==> src/rtl/qtd_pkg.sv <==
package qtd_pkg;

  // Tree geometry.
  localparam int unsigned MAX_DEPTH     = 6;
  localparam int unsigned NODE_CAPACITY = 5461;

  // Field widths.
  localparam int unsigned IDX_W    = 13;
  localparam int unsigned LVL_W    = 3;
  localparam int unsigned MEAN_W   = 8;
  localparam int unsigned ERR_W    = 2;
  localparam int unsigned CMD_W    = 2;
  localparam int unsigned STATUS_W = 3;
  localparam int unsigned BYTE_W   = 8;
  localparam int unsigned BIDX_W   = 3;
  localparam int unsigned BITS_W   = 4;
  localparam int unsigned SUM_W    = 10;

  // Stream bus widths.
  localparam int unsigned S_TDATA_W = 24;
  localparam int unsigned M_TDATA_W = 24;

  typedef enum logic [CMD_W-1:0] {
    CMD_RESTART = 2'd0,
    CMD_BYTE    = 2'd1,
    CMD_READ    = 2'd2,
    CMD_NOP     = 2'd3
  } cmd_e;

  typedef enum logic [STATUS_W-1:0] {
    ST_OK       = 3'd0,
    ST_COMPLETE = 3'd1,
    ST_IGNORED  = 3'd2,
    ST_PENDING  = 3'd3,
    ST_BEYOND   = 3'd4
  } status_e;

  typedef enum logic [1:0] {
    PH_MEAN    = 2'd0,
    PH_ERROR   = 2'd1,
    PH_UNIFORM = 2'd2
  } phase_e;

  typedef enum logic [2:0] {
    S_IDLE,
    S_BIT,
    S_SETTLE,
    S_PARENT,
    S_RDATA,
    S_RESP
  } state_e;

  // One stored node, mean in the upper bits.
  typedef struct packed {
    logic [MEAN_W-1:0] mean;
    logic [ERR_W-1:0]  err;
    logic              uni;
  } node_t;

  // Node store access: one write and one read port.
  typedef struct packed {
    logic             we;
    logic [IDX_W-1:0] waddr;
    node_t            wdata;
    logic             re;
    logic [IDX_W-1:0] raddr;
  } mem_req_t;

  // One result item.
  typedef struct packed {
    status_e          status;
    logic [IDX_W-1:0] nodes_done;
    node_t            node;
  } res_t;

  // Breadth-first index of the first node of a level.
  function automatic logic [IDX_W-1:0] level_start(input logic [LVL_W-1:0] lvl);
    logic [IDX_W-1:0] r;
    unique case (lvl)
      3'd0: r = 13'd0;
      3'd1: r = 13'd1;
      3'd2: r = 13'd5;
      3'd3: r = 13'd21;
      3'd4: r = 13'd85;
      3'd5: r = 13'd341;
      3'd6: r = 13'd1365;
      3'd7: r = 13'd5461;
    endcase
    return r;
  endfunction

endpackage

==> src/rtl/qtd_ctrl.sv <==
module qtd_ctrl (
  input  logic                          clk_i,
  input  logic                          rst_ni,
  input  logic                          in_valid_i,
  output logic                          in_ready_o,
  input  qtd_pkg::cmd_e                 in_cmd_i,
  input  logic [qtd_pkg::BYTE_W-1:0]    in_byte_i,
  input  logic [qtd_pkg::IDX_W-1:0]     in_index_i,
  input  logic                          cfg_we_i,
  input  logic [qtd_pkg::LVL_W-1:0]     cfg_wdata_i,
  output logic                          res_valid_o,
  input  logic                          res_ready_i,
  output qtd_pkg::res_t                 res_o,
  output qtd_pkg::mem_req_t             mem_req_o,
  input  qtd_pkg::node_t                mem_rdata_i
);

  qtd_pkg::state_e  state_q, state_d;
  qtd_pkg::phase_e  phase_q, phase_d;
  qtd_pkg::cmd_e    cmd_q, cmd_d;
  qtd_pkg::status_e status_q, status_d;
  qtd_pkg::node_t   node_q, node_d;

  logic [qtd_pkg::LVL_W-1:0]  depth_q, depth_d;
  logic [qtd_pkg::LVL_W-1:0]  level_q, level_d;
  logic [qtd_pkg::IDX_W-1:0]  pos_q, pos_d;
  logic [qtd_pkg::MEAN_W-1:0] acc_q, acc_d;
  logic [qtd_pkg::BITS_W-1:0] bits_q, bits_d;
  logic                       complete_q, complete_d;
  logic [qtd_pkg::MEAN_W-1:0] cur_mean_q, cur_mean_d;
  logic [qtd_pkg::ERR_W-1:0]  cur_err_q, cur_err_d;
  logic [qtd_pkg::SUM_W-1:0]  sib_sum_q, sib_sum_d;
  logic [qtd_pkg::BYTE_W-1:0] byte_q, byte_d;
  logic [qtd_pkg::BIDX_W-1:0] bidx_q, bidx_d;
  logic                       last_q, last_d;

  logic [qtd_pkg::LVL_W-1:0]  eff_depth;
  logic [qtd_pkg::IDX_W-1:0]  limit_raw;
  logic [qtd_pkg::IDX_W-1:0]  node_limit;
  logic [qtd_pkg::IDX_W-1:0]  next_lvl_start;
  logic [qtd_pkg::IDX_W-1:0]  pos_inc;
  logic [qtd_pkg::IDX_W-1:0]  pos_dec;
  logic [qtd_pkg::IDX_W-1:0]  parent_addr;
  logic [qtd_pkg::MEAN_W-1:0] new_acc;
  logic [qtd_pkg::BITS_W-1:0] new_bits;
  logic [qtd_pkg::MEAN_W-1:0] fourth_mean;
  logic                       accept;
  logic                       settle_stop;
  logic                       at_leaf;
  logic                       fourth;
  logic                       read_ok;
  logic                       node_we;
  qtd_pkg::node_t             node_wd;

  // Effective depth and the number of nodes in the tree.
  assign eff_depth = (depth_q > qtd_pkg::LVL_W'(qtd_pkg::MAX_DEPTH))
                   ? qtd_pkg::LVL_W'(qtd_pkg::MAX_DEPTH) : depth_q;
  assign limit_raw = qtd_pkg::level_start(eff_depth + qtd_pkg::LVL_W'(1));
  assign node_limit = (limit_raw < qtd_pkg::IDX_W'(qtd_pkg::NODE_CAPACITY))
                    ? limit_raw : qtd_pkg::IDX_W'(qtd_pkg::NODE_CAPACITY);
  assign next_lvl_start = qtd_pkg::level_start(level_q + qtd_pkg::LVL_W'(1));

  // Position arithmetic; the parent of node p sits at (p - 1) / 4.
  assign pos_inc     = pos_q + qtd_pkg::IDX_W'(1);
  assign pos_dec     = pos_q - qtd_pkg::IDX_W'(1);
  assign parent_addr = {2'b00, pos_dec[qtd_pkg::IDX_W-1:2]};
  assign fourth      = (pos_q[1:0] == 2'b00);

  // Bit shifted into the field accumulator.
  assign new_acc  = {acc_q[qtd_pkg::MEAN_W-2:0], byte_q[bidx_q]};
  assign new_bits = bits_q + qtd_pkg::BITS_W'(1);

  // Fourth sibling: 4 * parent mean + parent error - sibling means, mod 256.
  assign fourth_mean = {mem_rdata_i.mean[qtd_pkg::MEAN_W-3:0], 2'b00}
                     + {{(qtd_pkg::MEAN_W-qtd_pkg::ERR_W){1'b0}}, mem_rdata_i.err}
                     - sib_sum_q[qtd_pkg::MEAN_W-1:0];

  assign accept      = in_valid_i && (state_q == qtd_pkg::S_IDLE);
  assign settle_stop = complete_q || (level_q == '0);
  assign at_leaf     = (level_q == eff_depth);
  assign read_ok     = (in_index_i < node_limit) && (in_index_i < pos_q);

  // Datapath: bit decoding, node completion and restart.
  always_comb begin
    phase_d    = phase_q;
    cmd_d      = cmd_q;
    status_d   = status_q;
    node_d     = node_q;
    depth_d    = depth_q;
    level_d    = level_q;
    pos_d      = pos_q;
    acc_d      = acc_q;
    bits_d     = bits_q;
    complete_d = complete_q;
    cur_mean_d = cur_mean_q;
    cur_err_d  = cur_err_q;
    sib_sum_d  = sib_sum_q;
    byte_d     = byte_q;
    bidx_d     = bidx_q;
    last_d     = last_q;
    node_we    = 1'b0;
    node_wd    = '0;

    unique case (state_q)
      qtd_pkg::S_IDLE: begin
        if (accept) begin
          cmd_d  = in_cmd_i;
          byte_d = in_byte_i;
          bidx_d = qtd_pkg::BIDX_W'(qtd_pkg::BYTE_W - 1);
          node_d = '0;
          unique case (in_cmd_i)
            qtd_pkg::CMD_RESTART: begin
              status_d   = qtd_pkg::ST_OK;
              pos_d      = '0;
              level_d    = '0;
              phase_d    = qtd_pkg::PH_MEAN;
              acc_d      = '0;
              bits_d     = '0;
              complete_d = 1'b0;
            end
            qtd_pkg::CMD_BYTE: begin
              status_d = complete_q ? qtd_pkg::ST_IGNORED : qtd_pkg::ST_OK;
            end
            qtd_pkg::CMD_READ: begin
              if (in_index_i >= node_limit) begin
                status_d = qtd_pkg::ST_BEYOND;
              end else if (in_index_i >= pos_q) begin
                status_d = qtd_pkg::ST_PENDING;
              end else begin
                status_d = qtd_pkg::ST_OK;
              end
            end
            qtd_pkg::CMD_NOP: begin
              status_d = qtd_pkg::ST_OK;
            end
          endcase
        end
      end

      qtd_pkg::S_BIT: begin
        bidx_d   = bidx_q - qtd_pkg::BIDX_W'(1);
        last_d   = (bidx_q == '0);
        status_d = qtd_pkg::ST_OK;
        acc_d    = new_acc;
        bits_d   = new_bits;
        unique case (phase_q)
          qtd_pkg::PH_MEAN: begin
            if (new_bits == qtd_pkg::BITS_W'(qtd_pkg::MEAN_W)) begin
              if ((level_q != '0) && at_leaf) begin
                node_we = 1'b1;
                node_wd = '{mean: new_acc, err: '0, uni: 1'b0};
              end else begin
                cur_mean_d = new_acc;
                phase_d    = qtd_pkg::PH_ERROR;
                acc_d      = '0;
                bits_d     = '0;
              end
            end
          end
          qtd_pkg::PH_ERROR: begin
            if (new_bits == qtd_pkg::BITS_W'(qtd_pkg::ERR_W)) begin
              if (new_acc[qtd_pkg::ERR_W-1:0] == '0) begin
                cur_err_d = '0;
                phase_d   = qtd_pkg::PH_UNIFORM;
                acc_d     = '0;
                bits_d    = '0;
              end else begin
                node_we = 1'b1;
                node_wd = '{mean: cur_mean_q, err: new_acc[qtd_pkg::ERR_W-1:0], uni: 1'b0};
              end
            end
          end
          default: begin
            // Uniform flag: a single bit ends the node.
            node_we = 1'b1;
            node_wd = '{mean: cur_mean_q, err: cur_err_q, uni: new_acc[0]};
          end
        endcase
      end

      qtd_pkg::S_SETTLE: begin
        status_d = complete_q ? qtd_pkg::ST_COMPLETE : qtd_pkg::ST_OK;
      end

      qtd_pkg::S_PARENT: begin
        status_d = qtd_pkg::ST_OK;
        if (mem_rdata_i.uni) begin
          // Child of a uniform parent copies it and reads nothing.
          node_we = 1'b1;
          node_wd = '{mean: mem_rdata_i.mean, err: '0, uni: 1'b1};
        end else if (fourth) begin
          if (at_leaf) begin
            node_we = 1'b1;
            node_wd = '{mean: fourth_mean, err: '0, uni: 1'b0};
          end else begin
            cur_mean_d = fourth_mean;
            phase_d    = qtd_pkg::PH_ERROR;
          end
        end
      end

      qtd_pkg::S_RDATA: begin
        node_d = mem_rdata_i;
      end

      qtd_pkg::S_RESP: begin
      end

      default: begin
      end
    endcase

    // A finished node moves the decode position on.
    if (node_we) begin
      pos_d   = pos_inc;
      phase_d = qtd_pkg::PH_MEAN;
      acc_d   = '0;
      bits_d  = '0;
      if (pos_q[1:0] == 2'b01) begin
        sib_sum_d = {{(qtd_pkg::SUM_W-qtd_pkg::MEAN_W){1'b0}}, node_wd.mean};
      end else begin
        sib_sum_d = sib_sum_q + {{(qtd_pkg::SUM_W-qtd_pkg::MEAN_W){1'b0}}, node_wd.mean};
      end
      if (pos_inc >= node_limit) begin
        complete_d = 1'b1;
      end else if (pos_inc >= next_lvl_start) begin
        level_d = level_q + qtd_pkg::LVL_W'(1);
      end
    end

    // A depth write restarts decoding.
    if (cfg_we_i) begin
      depth_d    = cfg_wdata_i;
      pos_d      = '0;
      level_d    = '0;
      phase_d    = qtd_pkg::PH_MEAN;
      acc_d      = '0;
      bits_d     = '0;
      complete_d = 1'b0;
    end
  end

  // Next state.
  always_comb begin
    state_d = state_q;
    unique case (state_q)
      qtd_pkg::S_IDLE: begin
        if (accept) begin
          unique case (in_cmd_i)
            qtd_pkg::CMD_BYTE: state_d = complete_q ? qtd_pkg::S_RESP : qtd_pkg::S_BIT;
            qtd_pkg::CMD_READ: state_d = read_ok ? qtd_pkg::S_RDATA : qtd_pkg::S_RESP;
            qtd_pkg::CMD_RESTART,
            qtd_pkg::CMD_NOP:  state_d = qtd_pkg::S_RESP;
          endcase
        end
      end
      qtd_pkg::S_BIT: begin
        if (node_we) begin
          state_d = qtd_pkg::S_SETTLE;
        end else if (bidx_q == '0) begin
          state_d = qtd_pkg::S_RESP;
        end
      end
      qtd_pkg::S_SETTLE: begin
        if (!settle_stop) begin
          state_d = qtd_pkg::S_PARENT;
        end else if (complete_q || last_q) begin
          state_d = qtd_pkg::S_RESP;
        end else begin
          state_d = qtd_pkg::S_BIT;
        end
      end
      qtd_pkg::S_PARENT: begin
        if (node_we) begin
          state_d = qtd_pkg::S_SETTLE;
        end else if (last_q) begin
          state_d = qtd_pkg::S_RESP;
        end else begin
          state_d = qtd_pkg::S_BIT;
        end
      end
      qtd_pkg::S_RDATA: state_d = qtd_pkg::S_RESP;
      qtd_pkg::S_RESP: begin
        if (res_ready_i) begin
          state_d = qtd_pkg::S_IDLE;
        end
      end
      default: state_d = qtd_pkg::S_IDLE;
    endcase
  end

  // Outputs: handshakes, result and node store requests.
  always_comb begin
    in_ready_o         = (state_q == qtd_pkg::S_IDLE);
    res_valid_o        = (state_q == qtd_pkg::S_RESP);
    res_o.status       = status_q;
    res_o.nodes_done   = pos_q;
    res_o.node         = node_q;
    mem_req_o.we       = node_we;
    mem_req_o.waddr    = pos_q;
    mem_req_o.wdata    = node_wd;
    mem_req_o.re       = 1'b0;
    mem_req_o.raddr    = in_index_i;
    if (accept && (in_cmd_i == qtd_pkg::CMD_READ) && read_ok) begin
      mem_req_o.re = 1'b1;
    end else if ((state_q == qtd_pkg::S_SETTLE) && !settle_stop) begin
      mem_req_o.re    = 1'b1;
      mem_req_o.raddr = parent_addr;
    end
  end

  // Control state.
  always_ff @(posedge clk_i or negedge rst_ni) begin
    if (!rst_ni) begin
      state_q    <= qtd_pkg::S_IDLE;
      phase_q    <= qtd_pkg::PH_MEAN;
      depth_q    <= '0;
      level_q    <= '0;
      pos_q      <= '0;
      acc_q      <= '0;
      bits_q     <= '0;
      complete_q <= 1'b0;
    end else begin
      state_q    <= state_d;
      phase_q    <= phase_d;
      depth_q    <= depth_d;
      level_q    <= level_d;
      pos_q      <= pos_d;
      acc_q      <= acc_d;
      bits_q     <= bits_d;
      complete_q <= complete_d;
    end
  end

  // Payload registers.
  always_ff @(posedge clk_i) begin
    cmd_q      <= cmd_d;
    status_q   <= status_d;
    node_q     <= node_d;
    cur_mean_q <= cur_mean_d;
    cur_err_q  <= cur_err_d;
    sib_sum_q  <= sib_sum_d;
    byte_q     <= byte_d;
    bidx_q     <= bidx_d;
    last_q     <= last_d;
  end

endmodule

==> config.mk <==
export PLATFORM = sky130hd
export DESIGN_NAME = qtd_ctrl
export DESIGN_NICKNAME = d
export VERILOG_FILES = /design/src/rtl/qtd_pkg.sv /design/src/rtl/qtd_ctrl.sv
export SDC_FILE = /design/constraint.sdc
export NUM_CORES = 1
export LEC_CHECK = 0
export BUFFER_PORTS_ARGS = -buffer_cell sky130_fd_sc_hd__buf_2
export CAP_MARGIN = 25
export CORE_MARGIN = 2
export CORE_UTILIZATION = 36
export DETAILED_ROUTE_END_ITERATION = 8
export SLEW_MARGIN = 20
export SYNTH_ARGS = -nofsm -noshare
export SYNTH_HDL_FRONTEND = slang
export SYNTH_SLANG_ARGS = --single-unit
==> constraint.sdc <==
create_clock -name clk_i -period 3.7 [get_ports clk_i]
set_input_delay 0.185 -clock clk_i [delete_from_list [all_inputs] [get_ports clk_i]]
set_output_delay 0.185 -clock clk_i [all_outputs]
set_load 0.05 [all_outputs]
[Yosys cells after proc, flatten, opt, wreduce, memory -nomap -nowiden]
Memories as Yosys holds them, arrays and structs flattened.
Index checks and enable logic that the tools add are counted.
Operators by class
  $add $sub $neg: 9
  $mul: 0
  divide/modulo/power cells: 0
  magnitude comparators: 9
  equality and inequality tests: 32
  shifts and indexed selects: 0
  multiplexer cells: 107
  bitwise logic cells: 0
  reduce and logical (&&, ||, !) cells: 37
Operator list (count)
  two-way mux 13 bit: 7
  two-way mux 11 bit: 8
  one-hot mux 11 bit (2 select lines): 3
  two-way mux 3 bit: 20
  two-way mux 7 bit: 8
  two-way mux 8 bit: 7
  >= comparator 13 bit: 4
  two-way mux 4 bit: 8
  one-hot mux 7 bit (2 select lines): 2
  one-hot mux 3 bit (3 select lines): 3
  < comparator 13 bit: 2
  two-way mux 2 bit: 13
  != test 5 bit (second input constant): 4
  one-hot mux 3 bit (6 select lines): 1
  two-way mux 1 bit: 17
  one-hot mux 4 bit (2 select lines): 2
  one-hot mux 8 bit (2 select lines): 1
  nonzero test 3 bit: 5
  two-way mux 14 bit: 1
  adder 13 x 1 -> 13 bit (second input constant): 1
  < comparator 13 bit (second input constant): 1
  subtractor 13 x 1 -> 13 bit (second input constant): 1
  != test 4 bit (second input constant): 3
  AND reduction 11 bit: 1
  other kinds (38): 71
Storage, ports and cells
  register bits after elaboration: 80
  latch bits: 0
  bits in writable memories: 0
  bits in read-only memories: 112
  input port bits: 42
  output and inout port bits: 68
  logic and storage cells: 214
  memories kept: 2
Memories
  (name not given): words 8, width 7, read ports 1, clocked after memory_dff 0, wr ports 0, RTL line qtd_pkg.sv:79  | unique case (lvl)
  (name not given): words 8, width 7, read ports 1, clocked after memory_dff 0, wr ports 0, RTL line qtd_pkg.sv:79

[Depth between registers and ports, before layout]
An unclocked memory read counts as a cell.
  depth in word-level cells: 12
  depth in mapped cells: 18
  gate-level depth less buffers: 18

[Worst setup path after synthesis]
Ideal clock, no wire load.
  path kind: register to register
  from: reg bits_q[0] in the netlist's numbering
  to: reg sib_sum_q[7] in the netlist's numbering, data pin
  data arrival time: 4.689 ns
  required time: 3.404 ns
  slack: -1.285 ns
  cell stages (with the launch flop): 16
  buffers on the path: 0
  cell sequence: dfrtp_1 -> ha_1 -> nand2_1 -> o21bai_1 -> a211o_1 -> nor4_1 -> a22oi_1 -> o21ai_0 -> ha_1 -> a21oi_1 -> o21bai_1 -> a2111oi_0 -> nor3_1 -> xor2_1 -> nand2b_1 -> xnor2_1
RTL lines
  from (decl): RTL line qtd_ctrl.sv:28  | logic [qtd_pkg::BITS_W-1:0] bits_q, bits_d;
  from (signal assigned): RTL line qtd_ctrl.sv:330  | bits_q <= bits_d;
  to (signal assigned): RTL line qtd_ctrl.sv:342  | sib_sum_q <= sib_sum_d;
  to (decl): RTL line qtd_ctrl.sv:32  | logic [qtd_pkg::SUM_W-1:0] sib_sum_q, sib_sum_d;

[Worst setup path in the final report]
  from: reg bidx_q[1] in the netlist's numbering
  to: reg sib_sum_q[7] in the netlist's numbering, data pin
On the way
  word-level cells in the longest chain between the ends: 9
  elaborated cells between the ends (all ways): 11
RTL lines
  from (decl): RTL line qtd_ctrl.sv:34  | logic [qtd_pkg::BIDX_W-1:0] bidx_q, bidx_d;
  from (signal assigned): RTL line qtd_ctrl.sv:344  | bidx_q <= bidx_d;
  binary-select mux 1 bit (select 3 bit) *: RTL line qtd_ctrl.sv:70  | assign new_acc = {acc_q[qtd_pkg::MEAN_W-2:0], byte_q[bidx_q]};
  two-way mux 1 bit (not written as such) *: RTL line qtd_ctrl.sv:70
  logical NOT 2 bit: RTL line qtd_ctrl.sv:162  | if (new_acc[qtd_pkg::ERR_W-1:0] == '0) begin
  two-way mux 11 bit: RTL line qtd_ctrl.sv:162
  two-way mux 11 bit: RTL line qtd_ctrl.sv:161  | if (new_bits == qtd_pkg::BITS_W'(qtd_pkg::ERR_W)) begin
  one-hot mux 11 bit (2 select lines) *: RTL line qtd_ctrl.sv:146  | unique case (phase_q)
  one-hot mux 11 bit (2 select lines) *: RTL line qtd_ctrl.sv:104  | unique case (state_q)
  adder 10 x 8 -> 10 bit: RTL line qtd_ctrl.sv:222  | sib_sum_d = sib_sum_q + {{(qtd_pkg::SUM_W-qtd_pkg::MEAN_W){1'b0}}, node_wd.mean};
  two-way mux 8 bit *: RTL line qtd_ctrl.sv:219  | if (pos_q[1:0] == 2'b01) begin
Mark *: on every way between the ends. The rest lies on a longest branch, timed or not. The select of a mux whose other input is x is not followed.
A chain may end at the register's enable or synchronous reset.

==> results.txt <==
----------------------------------------------------
[Status]
  Status ... finished clean

[Worst setup path]
  Setup Crit Path Kind ... reg -> reg
  R2R cell count ... 17
  Critical Path RT ... between 3 and 4 ns
  Reg-to-reg critical path startpoint ... bidx_q[1]
  Data arrival time of the worst path ... ~3.8 ns
  Crit start category ... flop
  R2R Path End ... sib_sum_q[7]
  End of the critical path ... sib_sum_q[7]
  Worst reg-to-reg setup slack ... roughly 0.013 ns
  Critical Path End Type ... flop
  Start point of the critical path ... bidx_q[1]
  Critical path fanouts, max ... 4

[GRT]
  Wire length of the first global-routing pass ... about 28000 um
  All-layer global routing usage ... 19.6%
  Antenna violations before repair ... 1
  Maximum number of pins on one net before global-route repair ... 37
  Via count of the first global-routing pass ... a little over 5000
  Residual overflow from global routing ... 0

[Yosys]
  Count leader, synth ... ha_1
  Largest area contributor in the netlist ... edfxtp_1
  Mean instance size in the synthesized netlist ... 9.12 um2
  Yosys synthesis warning count ... 0
  Netlist Area Pre-Place ... ~0.0063 mm2
  Largest cells by area after synthesis ... edfxtp_1 (20%), dfrtp_1 (14%), ha_1 (13%)
  Share of Yosys cell area claimed by the top area cell type ... 20.1%
  Number of flops mapped to enable cells by yosys ... between 40 and 50
  Unique masters post-synth ... 73
  Most frequent cells after synthesis ... ha_1 (64), nand2_1 (59), inv_1 (46), nor2_1 (46), edfxtp_1 (42)
  Net Count, Synth ... between 700 and 800
  Post-synth top flop ... edfxtp_1
  Post-synthesis async set-or-reset flop share ... between 40 and 50%
  Post-Syn Instances ... ~690
  Number of register bits inferred by synthesis ... 78
  Register area share after synthesis ... about 35%

[CTS]
  CTS clock-pin slew for the worst setup and hold paths ... roughly 0.07 ns
  Total CTS buffers ... 9
  Clock tree from TritonCTS ... done
  Clock root buffer ... clkbuf_16
  CTS HTree Levels ... 3
  TritonCTS Sinks ... 78
  Max Buffers Root-to-Sink ... 2
  Skew-Pair Late Insertion Delay ... ~0.35 ns

[Floorplan]
  I/O pin cnt ... 110
  Height of the die ... approximately 140 um
  Floorplan core area ... around 0.017 mm2
  Initial core utilization ... 36.5%
  Site row count ... 48
  Overall die width ... 136 um
  Area of the die ... ~0.018 mm2

[Worst hold path]
  Type of the most critical hold path ... in -> reg

[Finish]
  Final cell count without fillers ... approximately 1100
  Layout Area Growth over Synthesis ... 24.9%
  Number of filler cells placed in the layout ... about 1700
  Fraction of final layout cells with drive strength greater than 1 ... between 20% and 30%
  Net total in the final layout ... 933

[Detailed routing]
  DRT Wirelength ... 17900 um
  First-pass detailed-route iteration total ... 5
  Number of design rule violations left after detail routing ... 0
  Routed vias ... about 5600
  Via density ... about 5.3
  Avg WL per Cell ... about 17 um
  Initial detailed-routing violation count ... approximately 350
  Post-route ant nets ... 0

[Timing]
  Timing-limited maximum frequency ... 0.271 GHz
  Tightest hold margin ... 0.0173 ns
  Clock skew after layout ... 0.0154 ns
  Shortest clock period the worst path allows after layout ... 3.69 ns
  Number of pins with negative max-slew slack in the final report ... 0
  Period utilisation layout ... roughly 100%
  Tightest Pin Transition ... 0.888 ns
  Unrepaired setup endpoints after global routing ... yes
  Slew margin rel. ... between 40% and 50%
  Hold Violations, Final ... 0
  Setup-violating endpoint count in the final report ... 0

[Place]
  Detailed-placement wirelength estimate ... 13800 um
  Total instance count after detailed placement ... roughly 1000
  # port buffers ... around 110
  Routability Congestion ... between 0.8 and 0.9

[Power and ir drop]
  Worst vdd ir ... between 0.4 and 0.5 mV
  Power density over cell area ... around 420 mW/mm2
  Leakage power ... around 0.0036 uW

[Job]
  Number of maximum-capacitance violations ... 0

----------------------------------------------------
## sequential cells by signal, indices dropped and copies added, names as in the netlist
name and flops:
res_o 11, status_q 3, sib_sum_q 8, depth_q 3, byte_q 8, complete_q 1
bidx_q 3, pos_q 13, state_q 3, level_q 3, acc_q 7, bits_q 4
phase_q 2, last_q 1, cur_mean_q 8
## where the power goes
part / total [uW] / switching, uW / leakage [uW] / internal [uW]
combinational: 1140 / 744 / 0.00255 / 394
sequential: 1150 / 75.3 / 0.000873 / 1070
clock: 991 / 391 / 0.000155 / 600
total: 3280 / 1210 / 0.00358 / 2070
## worst min path at each step
stage / startpoint / endpoint / slack, ns / cells past startpoint
finish: in_byte_i[1] / byte_q[1] / 0.02 / 1
global route: in_byte_i[1] / byte_q[1] / 0.007 / 1
CTS: in_byte_i[1] / byte_q[1] / 0.001 / 1
detailed placement: rst_ni / bits_q[3] / 0.36 / 1
global placement: rst_ni / bits_q[3] / 0.35 / 1
floorplan: rst_ni / acc_q[0] / -0.11 / 0
## worst max-delay path, cell delays in order (launching register included)
cell and delay (ns):
edfxtp_1 0.41, mux4_2 0.51, mux2_4 0.31, nor2_4 0.12
o21ai_4 0.07, a22oi_1 0.17, nor2_1 0.07, a221oi_2 0.23
inv_2 0.09, ha_4 0.21, a21o_1 0.18, a21oi_2 0.17
o21bai_2 0.09, a2111oi_2 0.35, nor3_1 0.11, xor2_1 0.14
nand2b_1 0.09, xnor2_1 0.13
## through the flow
step                      instance area [um2]  power (uW)  util (%)  setup slack [ns]  TNS [ns]
final                                    7820        3280      45.5            0.0131         0
after global routing                     7820        3460      45.5            -0.182    -0.422
after CTS                                7760        3280      45.2            0.0108         0
after detailed placement                 7330        2260      42.7           -0.0166   -0.0166
after global placement                   7330        2250      42.7            0.0471         0
after floorplan                          6350        1910         -            -0.196    -0.303
## layer usage
| layer | track usage [%] | up-vias | routed length (um) |
|---|---|---|---|
| met4 | 5.27 | 0 | 272 |
| met1 | 28.4 | 2684 | 8750 |
| met3 | 3.32 | 18 | 837 |
| met2 | 30.0 | 157 | 8020 |
| li1 | - | 2751 | - |
| met5 | 0 | - | 0 |
## final cells by class
class / count / area (um2) / area share [%]
clock buffers: 9 / 225 / 2.88
repair buffers: 170 / 1020 / 13.0
well taps: 225 / 282 / 3.60
clock inverters: 7 / 104 / 1.33
multi-input cells: 516 / 3830 / 49.0
inverters: 50 / 188 / 2.40
diodes: 1 / 2.50 / 0.0320
flip-flops and latches: 78 / 2170 / 27.8
## timing repair
| action | in CTS | in global routing |
|---|---|---|
| endpoints found under the setup margin | 2 | 7 |
| resized for setup | 9 | 10 |
| setup buffers | 4 | 4 |
| hold buffers | 2 | 0 |
| pin swaps | 1 | 7 |
| hold endpoints to repair | 37 | 0 |
## cell usage in the layout, fill, tap and decap left out, drive strengths merged, types with 7 or more instances in the layout
cell type  Yosys  layout
buf           24     168
ha            64      64
nand2         59      59
inv           48      51
nor2          48      48
edfxtp        42      42
a21oi         40      40
dfrtp         36      36
o21ai         32      32
xnor2         30      30
nor3          26      26
and3          19      19
a22o          16      16
nor2b         14      14
nand3         14      14
nand2b        11      11
nor4          11      11
mux2          11      11
xor2          10      10
a22oi         10      10
clkbuf        19       9
a21o           7       7
o21bai         7       7
nand4          7       7
## kinds of logic (layout without fill, tap and decap cells)
group	count (synthesis)	in the layout	synth area share, %
AND/OR/NAND/NOR	233	233	19.4
AO/OA/AOI/OAI	160	160	17.0
buffers and inverters	93	236	6.75
flip-flops	78	78	34.5
adder cells (fa/ha/maj)	67	67	13.6
XOR/XNOR	40	40	5.59
multiplexers	16	16	3.18
other	0	1	0
No activity file was read; power rests on OpenSTA's default activity.
